**config.mk**
```make
export PLATFORM = sky130hd
export DESIGN_NAME = waveform_minmax_peak_decimator
export DESIGN_NICKNAME = d
export VERILOG_FILES = /design/src/rtl/core/wmpd_pkg.sv /design/src/rtl/core/wmpd_lane.sv /design/src/rtl/core/wmpd_merge.sv /design/src/rtl/core/wmpd_div.sv /design/src/rtl/core/waveform_minmax_peak_decimator.sv
export VERILOG_INCLUDE_DIRS = /design/src /design/src/rtl/core
export SDC_FILE = /design/constraint.sdc
export NUM_CORES = 2
export LEC_CHECK = 0
export ABC_AREA = 1
export BUFFER_PORTS_ARGS = -buffer_cell sky130_fd_sc_hd__buf_2
export CAP_MARGIN = 20
export CORE_MARGIN = 4
export CORE_UTILIZATION = 25
export CTS_CLUSTER_DIAMETER = 200
export DETAILED_ROUTE_END_ITERATION = 7
export PLACE_DENSITY = 0.36
export SETUP_SLACK_MARGIN = 0.15
export SKIP_LAST_GASP = 1
export SYNTH_ARGS = -nofsm -noshare
export SYNTH_HDL_FRONTEND = slang
export SYNTH_SLANG_ARGS = --single-unit
export TNS_END_PERCENT = 10
```
**constraint.sdc**
```tcl
create_clock -name clk -period 6.9 [get_ports clk]
set_input_delay 0.69 -clock clk [delete_from_list [all_inputs] [get_ports clk]]
set_output_delay 0.69 -clock clk [all_outputs]
set_load 0.03 [all_outputs]
```
**src/rtl/core/waveform_minmax_peak_decimator_macros.svh**
```systemverilog
// ----------------------------------------------------------------------------
// Assertion macros for the waveform min/max peak decimator
// Shared checker shorthands, clocked on clk and disabled while rst_n is low.
// ----------------------------------------------------------------------------
`ifndef WAVEFORM_MINMAX_PEAK_DECIMATOR_MACROS_SVH
`define WAVEFORM_MINMAX_PEAK_DECIMATOR_MACROS_SVH

// Consequent must hold in the same cycle as the antecedent
`define WMPD_ASSERT_SAME(label, ante, cons, msg) \
  label: assert property (@(posedge clk) disable iff (!rst_n) (ante) |-> (cons)) \
    else $error(msg);

// Consequent must hold in the cycle after the antecedent
`define WMPD_ASSERT_NEXT(label, ante, cons, msg) \
  label: assert property (@(posedge clk) disable iff (!rst_n) (ante) |=> (cons)) \
    else $error(msg);

`endif

```
**src/rtl/core/wmpd_pkg.sv**
```systemverilog
// ----------------------------------------------------------------------------
// wmpd_pkg
// Types and fixed widths shared by the peak decimator modules.
// ----------------------------------------------------------------------------
package wmpd_pkg;

  // Fixed field widths
  localparam int FRAME_W   = 24;  // frame indices and window registers
  localparam int SAMPLE_W  = 24;  // Q1.23 samples
  localparam int NUM_W     = 7;   // bucket number on the output
  localparam int MAX_W     = 23;  // bucket maximum on the output
  localparam int CHAN_W    = 2;   // channels register
  localparam int CFG_IDX_W = 2;   // register index
  localparam int LANES     = 2;   // sample lanes carried by one item

  // Register indexes
  localparam logic [CFG_IDX_W-1:0] CFG_TOTAL = 2'd0;
  localparam logic [CFG_IDX_W-1:0] CFG_START = 2'd1;
  localparam logic [CFG_IDX_W-1:0] CFG_END   = 2'd2;
  localparam logic [CFG_IDX_W-1:0] CFG_CHANS = 2'd3;

  typedef logic signed [SAMPLE_W-1:0] sample_t;

  // Divider status towards the sequencer
  typedef struct packed {
    logic busy;
    logic done;
  } div_stat_t;

endpackage

```
**src/rtl/core/wmpd_lane.sv**
```systemverilog
// ----------------------------------------------------------------------------
// wmpd_lane
// One sample lane: saturates a sample to the working range and gates it.
// ----------------------------------------------------------------------------
module wmpd_lane #(
  parameter int SAMPLE_BITS = 24
) (
  input  wmpd_pkg::sample_t sample,
  input  logic              active,
  output wmpd_pkg::sample_t lane_val
);

  // Saturation limits; no clamping when the range covers the full field
  localparam int SAT_HI_I = (SAMPLE_BITS >= wmpd_pkg::SAMPLE_W) ?
                            ((1 << (wmpd_pkg::SAMPLE_W - 1)) - 1) :
                            ((1 << (SAMPLE_BITS - 1)) - 1);
  localparam int SAT_LO_I = -SAT_HI_I - 1;
  localparam wmpd_pkg::sample_t SAT_HI = wmpd_pkg::SAMPLE_W'(SAT_HI_I);
  localparam wmpd_pkg::sample_t SAT_LO = wmpd_pkg::SAMPLE_W'(SAT_LO_I);

  wmpd_pkg::sample_t sat;

  // Clamp, then show zero for an unused lane (neutral for min and max)
  always_comb begin
    if (sample > SAT_HI) begin
      sat = SAT_HI;
    end else if (sample < SAT_LO) begin
      sat = SAT_LO;
    end else begin
      sat = sample;
    end
    lane_val = active ? sat : '0;
  end

endmodule

```
**src/rtl/core/wmpd_merge.sv**
```systemverilog
// ----------------------------------------------------------------------------
// wmpd_merge
// Folds the lane values into the running bucket minimum and maximum.
// ----------------------------------------------------------------------------
module wmpd_merge (
  input  wmpd_pkg::sample_t run_min,
  input  wmpd_pkg::sample_t run_max,
  input  wmpd_pkg::sample_t lane_val [wmpd_pkg::LANES],
  output wmpd_pkg::sample_t new_min,
  output wmpd_pkg::sample_t new_max
);

  // Lanes are independent; a short compare chain over them
  always_comb begin
    new_min = run_min;
    new_max = run_max;
    for (int i = 0; i < wmpd_pkg::LANES; i++) begin
      if (lane_val[i] < new_min) begin
        new_min = lane_val[i];
      end
      if (lane_val[i] > new_max) begin
        new_max = lane_val[i];
      end
    end
  end

endmodule

```
**src/rtl/core/wmpd_div.sv**
```systemverilog
// ----------------------------------------------------------------------------
// wmpd_div
// Restoring divider, one quotient bit per cycle, for bucket boundaries.
// ----------------------------------------------------------------------------
`include "waveform_minmax_peak_decimator_macros.svh"

module wmpd_div #(
  parameter int BW = 8,   // divisor width
  parameter int DW = 32   // dividend width
) (
  input  logic                         clk,
  input  logic                         rst_n,
  input  logic                         start,
  input  logic [DW-1:0]                dividend,
  input  logic [BW-1:0]                divisor,
  output wmpd_pkg::div_stat_t          stat,
  output logic [wmpd_pkg::FRAME_W-1:0] quotient
);

  localparam int CNT_W = $clog2(DW + 1);

  logic [DW-1:0]    quo_r;
  logic [BW-1:0]    rem_r;
  logic [BW-1:0]    dvs_r;
  logic [CNT_W-1:0] cnt_r;
  logic             busy_r;
  logic             done_r;

  logic [BW:0]      trial;
  logic             take;
  logic [BW:0]      diff;

  // Shift in the next dividend bit and try the subtraction
  assign trial = {rem_r, quo_r[DW-1]};
  assign take  = (trial >= {1'b0, dvs_r});
  assign diff  = trial - {1'b0, dvs_r};

  // Iteration registers
  always_ff @(posedge clk) begin
    if (start) begin
      quo_r <= dividend;
      rem_r <= '0;
      dvs_r <= divisor;
    end else if (busy_r) begin
      quo_r <= {quo_r[DW-2:0], take};
      rem_r <= take ? diff[BW-1:0] : trial[BW-1:0];
    end
  end

  // Control
  always_ff @(posedge clk) begin
    if (!rst_n) begin
      cnt_r  <= '0;
      busy_r <= 1'b0;
      done_r <= 1'b0;
    end else begin
      done_r <= 1'b0;
      if (start) begin
        cnt_r  <= CNT_W'(DW);
        busy_r <= 1'b1;
      end else if (busy_r) begin
        cnt_r <= cnt_r - 1'b1;
        if (cnt_r == CNT_W'(1)) begin
          busy_r <= 1'b0;
          done_r <= 1'b1;
        end
      end
    end
  end

  assign stat.busy = busy_r;
  assign stat.done = done_r;
  // Quotient never exceeds the window length
  assign quotient  = quo_r[wmpd_pkg::FRAME_W-1:0];

  `WMPD_ASSERT_NEXT(a_start_busy, start, busy_r, "divider did not start")
  `WMPD_ASSERT_SAME(a_done_on_fall, $fell(busy_r), done_r, "divider stopped without done")
  `WMPD_ASSERT_NEXT(a_done_pulse, done_r, !done_r, "done held past one cycle")

endmodule

```
**src/rtl/core/waveform_minmax_peak_decimator.sv**
```systemverilog
// ----------------------------------------------------------------------------
// waveform_minmax_peak_decimator
// Min/max peak decimator for a waveform overview: one result item per bucket.
// ----------------------------------------------------------------------------
// One frame item is handled at a time. For an item that falls in an active
// bucket the boundary is recomputed per item by a bit-serial divider over a
// DW-bit dividend, DW = 24 + clog2(MAX_BUCKETS + 1), one quotient bit a cycle,
// and that divider sets the item time. Items for an empty buffer leave after the
// window step and items past the last bucket after the span step. A finished
// result waits in the output register while the next item is already being taken;
// an item that closes a bucket while that register is still full waits until it is read.
// ----------------------------------------------------------------------------
`include "waveform_minmax_peak_decimator_macros.svh"

module waveform_minmax_peak_decimator #(
  parameter int MAX_BUCKETS = 128,
  parameter int CHANNELS    = 2,
  parameter int SAMPLE_BITS = 24
) (
  input  logic                           clk,
  input  logic                           rst_n,
  // Frame items
  input  logic                           in_valid,
  output logic                           in_ready,
  input  logic                           in_first_frame,
  input  wmpd_pkg::sample_t              in_sample_ch0,
  input  wmpd_pkg::sample_t              in_sample_ch1,
  // Bucket result items
  output logic                           out_valid,
  input  logic                           out_ready,
  output logic [wmpd_pkg::NUM_W-1:0]     out_bucket_number,
  output wmpd_pkg::sample_t              out_bucket_min,
  output logic [wmpd_pkg::MAX_W-1:0]     out_bucket_max,
  output logic                           out_last_bucket,
  // Register writes
  input  logic                           cfg_valid,
  output logic                           cfg_ready,
  input  logic [wmpd_pkg::CFG_IDX_W-1:0] cfg_index,
  input  logic [wmpd_pkg::FRAME_W-1:0]   cfg_data
);

  localparam int FW = wmpd_pkg::FRAME_W;
  localparam int BW = $clog2(MAX_BUCKETS + 1);
  localparam int DW = FW + BW;
  localparam logic [FW-1:0] FRAME_TOP = {FW{1'b1}};
  localparam logic [FW-1:0] MAX_B_FW  = FW'(MAX_BUCKETS);

  typedef enum logic [5:0] {
    ST_IDLE = 6'b000001,
    ST_WIN  = 6'b000010,
    ST_SPAN = 6'b000100,
    ST_MUL  = 6'b001000,
    ST_DIV  = 6'b010000,
    ST_FIN  = 6'b100000
  } state_t;

  state_t state_r;
  state_t state_nxt;

  // Registers
  logic [FW-1:0]                 total_r;
  logic [FW-1:0]                 start_cfg_r;
  logic [FW-1:0]                 end_cfg_r;
  logic [wmpd_pkg::CHAN_W-1:0]   chans_cfg_r;

  // Per-buffer state
  logic [FW-1:0]                 fc_r;
  logic [BW-1:0]                 cb_r;
  wmpd_pkg::sample_t             run_min_r;
  wmpd_pkg::sample_t             run_max_r;

  // Item being worked on and its window
  logic [FW-1:0]                 idx_r;
  wmpd_pkg::sample_t             smp_r [wmpd_pkg::LANES];
  logic [FW-1:0]                 win_start_r;
  logic [FW-1:0]                 win_end_r;
  logic [FW-1:0]                 usable_r;
  logic [BW-1:0]                 buckets_r;

  // Output register
  logic                          out_valid_r;
  logic [wmpd_pkg::NUM_W-1:0]    num_r;
  wmpd_pkg::sample_t             min_r;
  logic [wmpd_pkg::MAX_W-1:0]    max_r;
  logic                          last_r;

  logic                          accept;
  logic [FW-1:0]                 idx_nxt;
  logic [FW-1:0]                 tot_m1;
  logic [FW-1:0]                 win_start_nxt;
  logic [FW-1:0]                 end_a;
  logic [FW-1:0]                 start_p1;
  logic [FW-1:0]                 end_b;
  logic [FW-1:0]                 win_end_nxt;
  logic [FW-1:0]                 usable_nxt;
  logic [BW-1:0]                 buckets_nxt;
  logic [BW-1:0]                 cb_p1;
  logic [DW-1:0]                 dividend;
  logic [FW-1:0]                 quotient;
  wmpd_pkg::div_stat_t           div_stat;
  logic [FW:0]                   bnd;
  logic [FW:0]                   idx_p1;
  logic                          in_win;
  logic                          close;
  logic                          stall;
  logic                          two_ch;
  logic [wmpd_pkg::LANES-1:0]    lane_active;
  wmpd_pkg::sample_t             lane_val [wmpd_pkg::LANES];
  wmpd_pkg::sample_t             new_min;
  wmpd_pkg::sample_t             new_max;

  assign in_ready  = (state_r == ST_IDLE);
  assign accept    = in_valid && in_ready;
  assign cfg_ready = 1'b1;

  // Register writes
  always_ff @(posedge clk) begin
    if (!rst_n) begin
      total_r     <= '0;
      start_cfg_r <= '0;
      end_cfg_r   <= '0;
      chans_cfg_r <= wmpd_pkg::CHAN_W'(2);
    end else if (cfg_valid) begin
      case (cfg_index)
        wmpd_pkg::CFG_TOTAL: total_r     <= cfg_data;
        wmpd_pkg::CFG_START: start_cfg_r <= cfg_data;
        wmpd_pkg::CFG_END:   end_cfg_r   <= cfg_data;
        wmpd_pkg::CFG_CHANS: chans_cfg_r <= cfg_data[wmpd_pkg::CHAN_W-1:0];
        default: ;
      endcase
    end
  end

  // Frame index of the incoming item
  assign idx_nxt = in_first_frame ? '0 : fc_r;

  // Window clamp: start below total, end in (start, total]
  always_comb begin
    tot_m1        = total_r - 1'b1;
    win_start_nxt = (start_cfg_r > tot_m1) ? tot_m1 : start_cfg_r;
    end_a         = (end_cfg_r > start_cfg_r) ? end_cfg_r : total_r;
    start_p1      = win_start_nxt + 1'b1;
    end_b         = (end_a < start_p1) ? start_p1 : end_a;
    win_end_nxt   = (end_b > total_r) ? total_r : end_b;
  end

  // Bucket count
  assign usable_nxt  = win_end_r - win_start_r;
  assign buckets_nxt = (usable_nxt < MAX_B_FW) ? usable_nxt[BW-1:0] : BW'(MAX_BUCKETS);

  // Boundary numerator (cb + 1) * usable, registered inside the divider
  assign cb_p1    = cb_r + 1'b1;
  assign dividend = DW'(cb_p1) * DW'(usable_r);

  wmpd_div #(
    .BW (BW),
    .DW (DW)
  ) u_div (
    .clk      (clk),
    .rst_n    (rst_n),
    .start    (state_r == ST_MUL),
    .dividend (dividend),
    .divisor  (buckets_r),
    .stat     (div_stat),
    .quotient (quotient)
  );

  // Channel lanes: zero and one mean one channel, two and three mean two
  assign two_ch      = chans_cfg_r[1] && (CHANNELS >= 2);
  assign lane_active = {two_ch, 1'b1};

  for (genvar gi = 0; gi < wmpd_pkg::LANES; gi++) begin : g_lane
    wmpd_lane #(
      .SAMPLE_BITS (SAMPLE_BITS)
    ) u_lane (
      .sample   (smp_r[gi]),
      .active   (lane_active[gi]),
      .lane_val (lane_val[gi])
    );
  end

  wmpd_merge u_merge (
    .run_min  (run_min_r),
    .run_max  (run_max_r),
    .lane_val (lane_val),
    .new_min  (new_min),
    .new_max  (new_max)
  );

  // Bucket close decision
  assign bnd    = {1'b0, win_start_r} + {1'b0, quotient};
  assign idx_p1 = {1'b0, idx_r} + 1'b1;
  assign in_win = (idx_r >= win_start_r) && (idx_r < win_end_r);
  assign close  = in_win && (idx_p1 >= bnd);
  assign stall  = close && out_valid_r && !out_ready;

  // Sequencer
  always_comb begin
    state_nxt = state_r;
    case (state_r)
      ST_IDLE: if (in_valid) begin
        state_nxt = ST_WIN;
      end
      ST_WIN:  state_nxt = (total_r == '0) ? ST_IDLE : ST_SPAN;
      ST_SPAN: state_nxt = (cb_r >= buckets_nxt) ? ST_IDLE : ST_MUL;
      ST_MUL:  state_nxt = ST_DIV;
      ST_DIV:  if (div_stat.done) begin
        state_nxt = ST_FIN;
      end
      ST_FIN:  if (!stall) begin
        state_nxt = ST_IDLE;
      end
      default: state_nxt = ST_IDLE;
    endcase
  end

  always_ff @(posedge clk) begin
    if (!rst_n) begin
      state_r <= ST_IDLE;
    end else begin
      state_r <= state_nxt;
    end
  end

  // Item and window payload
  always_ff @(posedge clk) begin
    if (accept) begin
      idx_r    <= idx_nxt;
      smp_r[0] <= in_sample_ch0;
      smp_r[1] <= in_sample_ch1;
    end
    if (state_r == ST_WIN) begin
      win_start_r <= win_start_nxt;
      win_end_r   <= win_end_nxt;
    end
    if (state_r == ST_SPAN) begin
      usable_r  <= usable_nxt;
      buckets_r <= buckets_nxt;
    end
  end

  // Frame counter, bucket and running extremes
  always_ff @(posedge clk) begin
    if (!rst_n) begin
      fc_r      <= '0;
      cb_r      <= '0;
      run_min_r <= '0;
      run_max_r <= '0;
    end else if (accept) begin
      fc_r <= (idx_nxt == FRAME_TOP) ? FRAME_TOP : idx_nxt + 1'b1;
      if (in_first_frame) begin
        cb_r      <= '0;
        run_min_r <= '0;
        run_max_r <= '0;
      end
    end else if (state_r == ST_FIN && !stall) begin
      if (close) begin
        cb_r      <= cb_p1;
        run_min_r <= '0;
        run_max_r <= '0;
      end else if (in_win) begin
        run_min_r <= new_min;
        run_max_r <= new_max;
      end
    end
  end

  // Output register
  always_ff @(posedge clk) begin
    if (!rst_n) begin
      out_valid_r <= 1'b0;
    end else if (state_r == ST_FIN && close && !stall) begin
      out_valid_r <= 1'b1;
    end else if (out_ready) begin
      out_valid_r <= 1'b0;
    end
  end

  always_ff @(posedge clk) begin
    if (state_r == ST_FIN && close && !stall) begin
      num_r  <= wmpd_pkg::NUM_W'(cb_r);
      min_r  <= new_min;
      max_r  <= new_max[wmpd_pkg::MAX_W-1:0];
      last_r <= (cb_p1 == buckets_r);
    end
  end

  assign out_valid         = out_valid_r;
  assign out_bucket_number = num_r;
  assign out_bucket_min    = min_r;
  assign out_bucket_max    = max_r;
  assign out_last_bucket   = last_r;

  `WMPD_ASSERT_SAME(a_fin_bucket, state_r == ST_FIN, cb_r < buckets_r, "bucket past count")
  `WMPD_ASSERT_SAME(a_min_nonpos, out_valid, out_bucket_min <= 0, "bucket minimum above zero")
  `WMPD_ASSERT_NEXT(a_accept_win, accept, state_r == ST_WIN, "accepted item not windowed")
  `WMPD_ASSERT_NEXT(a_div_fin, state_r == ST_DIV && div_stat.done, state_r == ST_FIN, "quotient lost")
  `WMPD_ASSERT_SAME(a_div_idle, state_r != ST_DIV, !div_stat.busy, "divider busy out of turn")

endmodule
```
==> flow_metrics.py <==
metrics = {
    "run_status": {
        "status": "finished with violations",
        "violations": "negative setup slack",
    },
    "critical_path": {
        "cp.arrival_ps": 7950,
        "worstPathMaxFanout": 12,
        "critPathTopFamily": "simple AND/OR/NAND/NOR gates",
        "critPathMaxStageDelay_ps": 380,
        "r2r-start": "total_r[1]",
        "crit_buf_inv": 9,
        "cp-startpoint": "total_r[1]",
        "required_ps": 7270,
        "critPathCaptureType": "flop",
        "cp-start-kind": "flop",
        "cpMaxStageDelayCell": "or3_4",
        "crit_type": "flop to flop",
    },
    "layout": {
        "regArea_um2": 10900,
        "regMostFlops": "smp_r",
        "final_area_um2": 41400,
        "fin_nets": 5146,
        "largest_register_ffs": 48,
        "layout_common_cells": "nand2_1, inv_1, ha_1",
        "layout-drive-gt1-share": 0.164,
        "antenna_cells": 0,
        "nFillCells": 14500,
        "final_common_cell": "nand2_1",
        "area_growth_syn_to_layout_pct": 23.0,
        "multiInputGateArea_um2": 20400,
        "largestRegisters": "smp_r x48, u_div.quo_r x32",
    },
    "clocking": {
        "cts_tree": "built",
        "clockBufferDepth": 3,
        "cts-buffers-inserted": 56,
        "ctsHtreeMaxLevel": 2,
        "holdBufCountCts": 0,
        "cts_sinks": 423,
        "path_clk_slew_ps": 60,
        "root_buffer": "clkbuf_16",
        "clock_latency_ps": 670,
    },
    "timing": {
        "hold_viol": 0,
        "slew_headroom": 0.307,
        "fin_crit_sh": 1.10,
        "holdWs_ps": 191,
        "final.setup_skew_ps": 44.3,
        "fmax_mhz": 132,
        "worst_slack_ps": -680,
        "rsz0062_at_grt": "yes",
        "drv_slew": 0,
        "setup_viol": 24,
        "worstMarginPinSlew_ps": 1040,
        "min_period_ps": 7580,
    },
    "yosys": {
        "synth_edf_count": 247,
        "synth-async-reset-ratio": 0,
        "synthCells": 4173,
        "synth_area_um2": 33600,
        "ys_seq_area_frac": 0.325,
        "ys.flop_type": "edfxtp_1",
        "synthDistinctLibCells": 63,
        "yosysWarnings": 0,
        "syn_avg_cell_area_um2": 8.06,
        "yosys_register_bits": 423,
        "synth_fp_nets": 4772,
    },
    "floorplanning": {
        "io_pins": 138,
        "floorplan.initialDensity": 0.252,
        "die_x_um": 375,
        "row_count": 134,
        "fp.dieH_um": 375,
        "die-area_um2": 140000,
        "fp.coreArea_um2": 133000,
    },
    "routing": {
        "drc": 0,
        "dr.pass1.iters": 5,
        "routed_wl_um": 117000,
        "wire_per_inst_um": 18.4,
        "ant_nets": 0,
        "vias": 28700,
        "via_per_inst": 4.51,
        "drt_iter0_drc": 1479,
    },
    "placement": {
        "numPortBuffers": 136,
        "placed_cell_area_um2": 38500,
        "hpwl_um": 93900,
        "gp_congestion": 0.870,
    },
    "worst_hold_path": {
        "min-delay-start": "in_sample_ch1[17]",
        "holdCritPathClass": "primary input to flop",
    },
    "global_routing": {
        "grt_max_degree": 63,
        "grt_overflow_total": 0,
        "first_global_vias": 29100,
        "grt_pass1_wl_um": 178000,
        "antenna_found_initial": 3,
        "grtUsageTotal": 0.164,
    },
    "flow_run": {
        "maxCapViolCount": 0,
    },
    "pwr": {
        "total_leakage_power_uw": 0.0186,
        "irDropWorstVdd_uv": 286,
        "powerDensity_nw_per_um2": 266,
    },
}
[Yosys cell counts (all sizes together) (7+ instances only)]
library cell,count,area share
nand2,781,0.087
inv,639,0.071
ha,384,0.14
a21oi,337,0.050
o21ai,326,0.049
nand3,278,0.042
nor2,270,0.031
edfxtp,247,0.22
dfxtp,176,0.10
fa,135,0.080
clkbuf,129,0.014
xor2,97,0.025
xnor2,52,0.014
and2,49,0.0091
nand4,42,0.0082
nor3,41,0.0069
nor4,26,0.0048
a211oi,21,0.0047
buf,20,0.0033
o211ai,19,0.0042
a221oi,15,0.0054
o21a,13,0.0029
or2,9,0.0017
o221ai,8,0.0021
a31oi,7,0.0013
[kinds of logic after synthesis]
group           after synthesis  share of synthesized area
compound gates              783                      0.129
xor+xnor                    149                     0.0388
fa+ha+maj                   519                      0.223
buf+inv                     790                     0.0894
flops                       423                      0.325
other cells                   1                   0.000112
simple gates               1508                      0.194
[power by group]
part / switching [uW] / internal (uW)
combinational: 2660 / 2270
sequential: 109 / 2900
clock: 1270 / 1810
[worst reg2reg max path: cells and delay by family, from the launching register on]
| kind | cells | cell delay [ps] |
|---|---|---|
| xor+xnor | 2 | 380 |
| compound gates | 10 | 920 |
| simple gates | 24 | 3610 |
| flops | 1 | 300 |
| fa+ha+maj | 3 | 880 |
| buf+inv | 9 | 1190 |
[cell type report]
cell class                 instances  area share
inverter                         641      0.0584
multi-input combinational       2960       0.494
clock inverter                    41      0.0112
clock buffer                      64      0.0357
sequential                       423       0.265
tap                             1768      0.0535
timing repair buffer             465      0.0831
[layer usage]
layer / part of all wire / vias to the layer above / wire length (um) / global-route usage
li1: - / 14600 / - / -
met1: 0.49 / 13500 / 57100 / 0.232
met2: 0.45 / 417 / 53000 / 0.265
met3: 0.035 / 127 / 4140 / 0.0209
met4: 0.027 / 0 / 3180 / 0.0421
met5: 0 / - / 0 / 0
[path summary, 6_finish.rpt]
path	cells after the start	slack [ps]	to
hold reg to reg	2	480	end_cfg_r[13]
setup reg to reg	48	-680	win_end_r[7]
hold / removal	1	190	smp_r[0][41]
setup / recovery	48	-680	win_end_r[7]
[metrics by stage]
stage / setup TNS, ps / util / worst slack [ps] / power, uW / std cells
2_1_floorplan: 0 / - / 159 / 5530 / 4173
3_3_place_gp: -15870 / 0.289 / -701 / 7420 / 6239
3_5_place_dp: -18780 / 0.289 / -807 / 7410 / 6239
4_1_cts: -16800 / 0.304 / -738 / 10600 / 6344
5_1_grt: -27480 / 0.310 / -1170 / 11800 / 6362
6_report: -15070 / 0.310 / -680 / 11000 / 6362
[timing repair]
action,CTS,global route
endpoints found under the setup margin,24,32
cloned,0,6
gates resized for setup,11,140
pin swaps,1,60
buffers inserted,0,12
No activity file was read; power rests on OpenSTA's default activity.
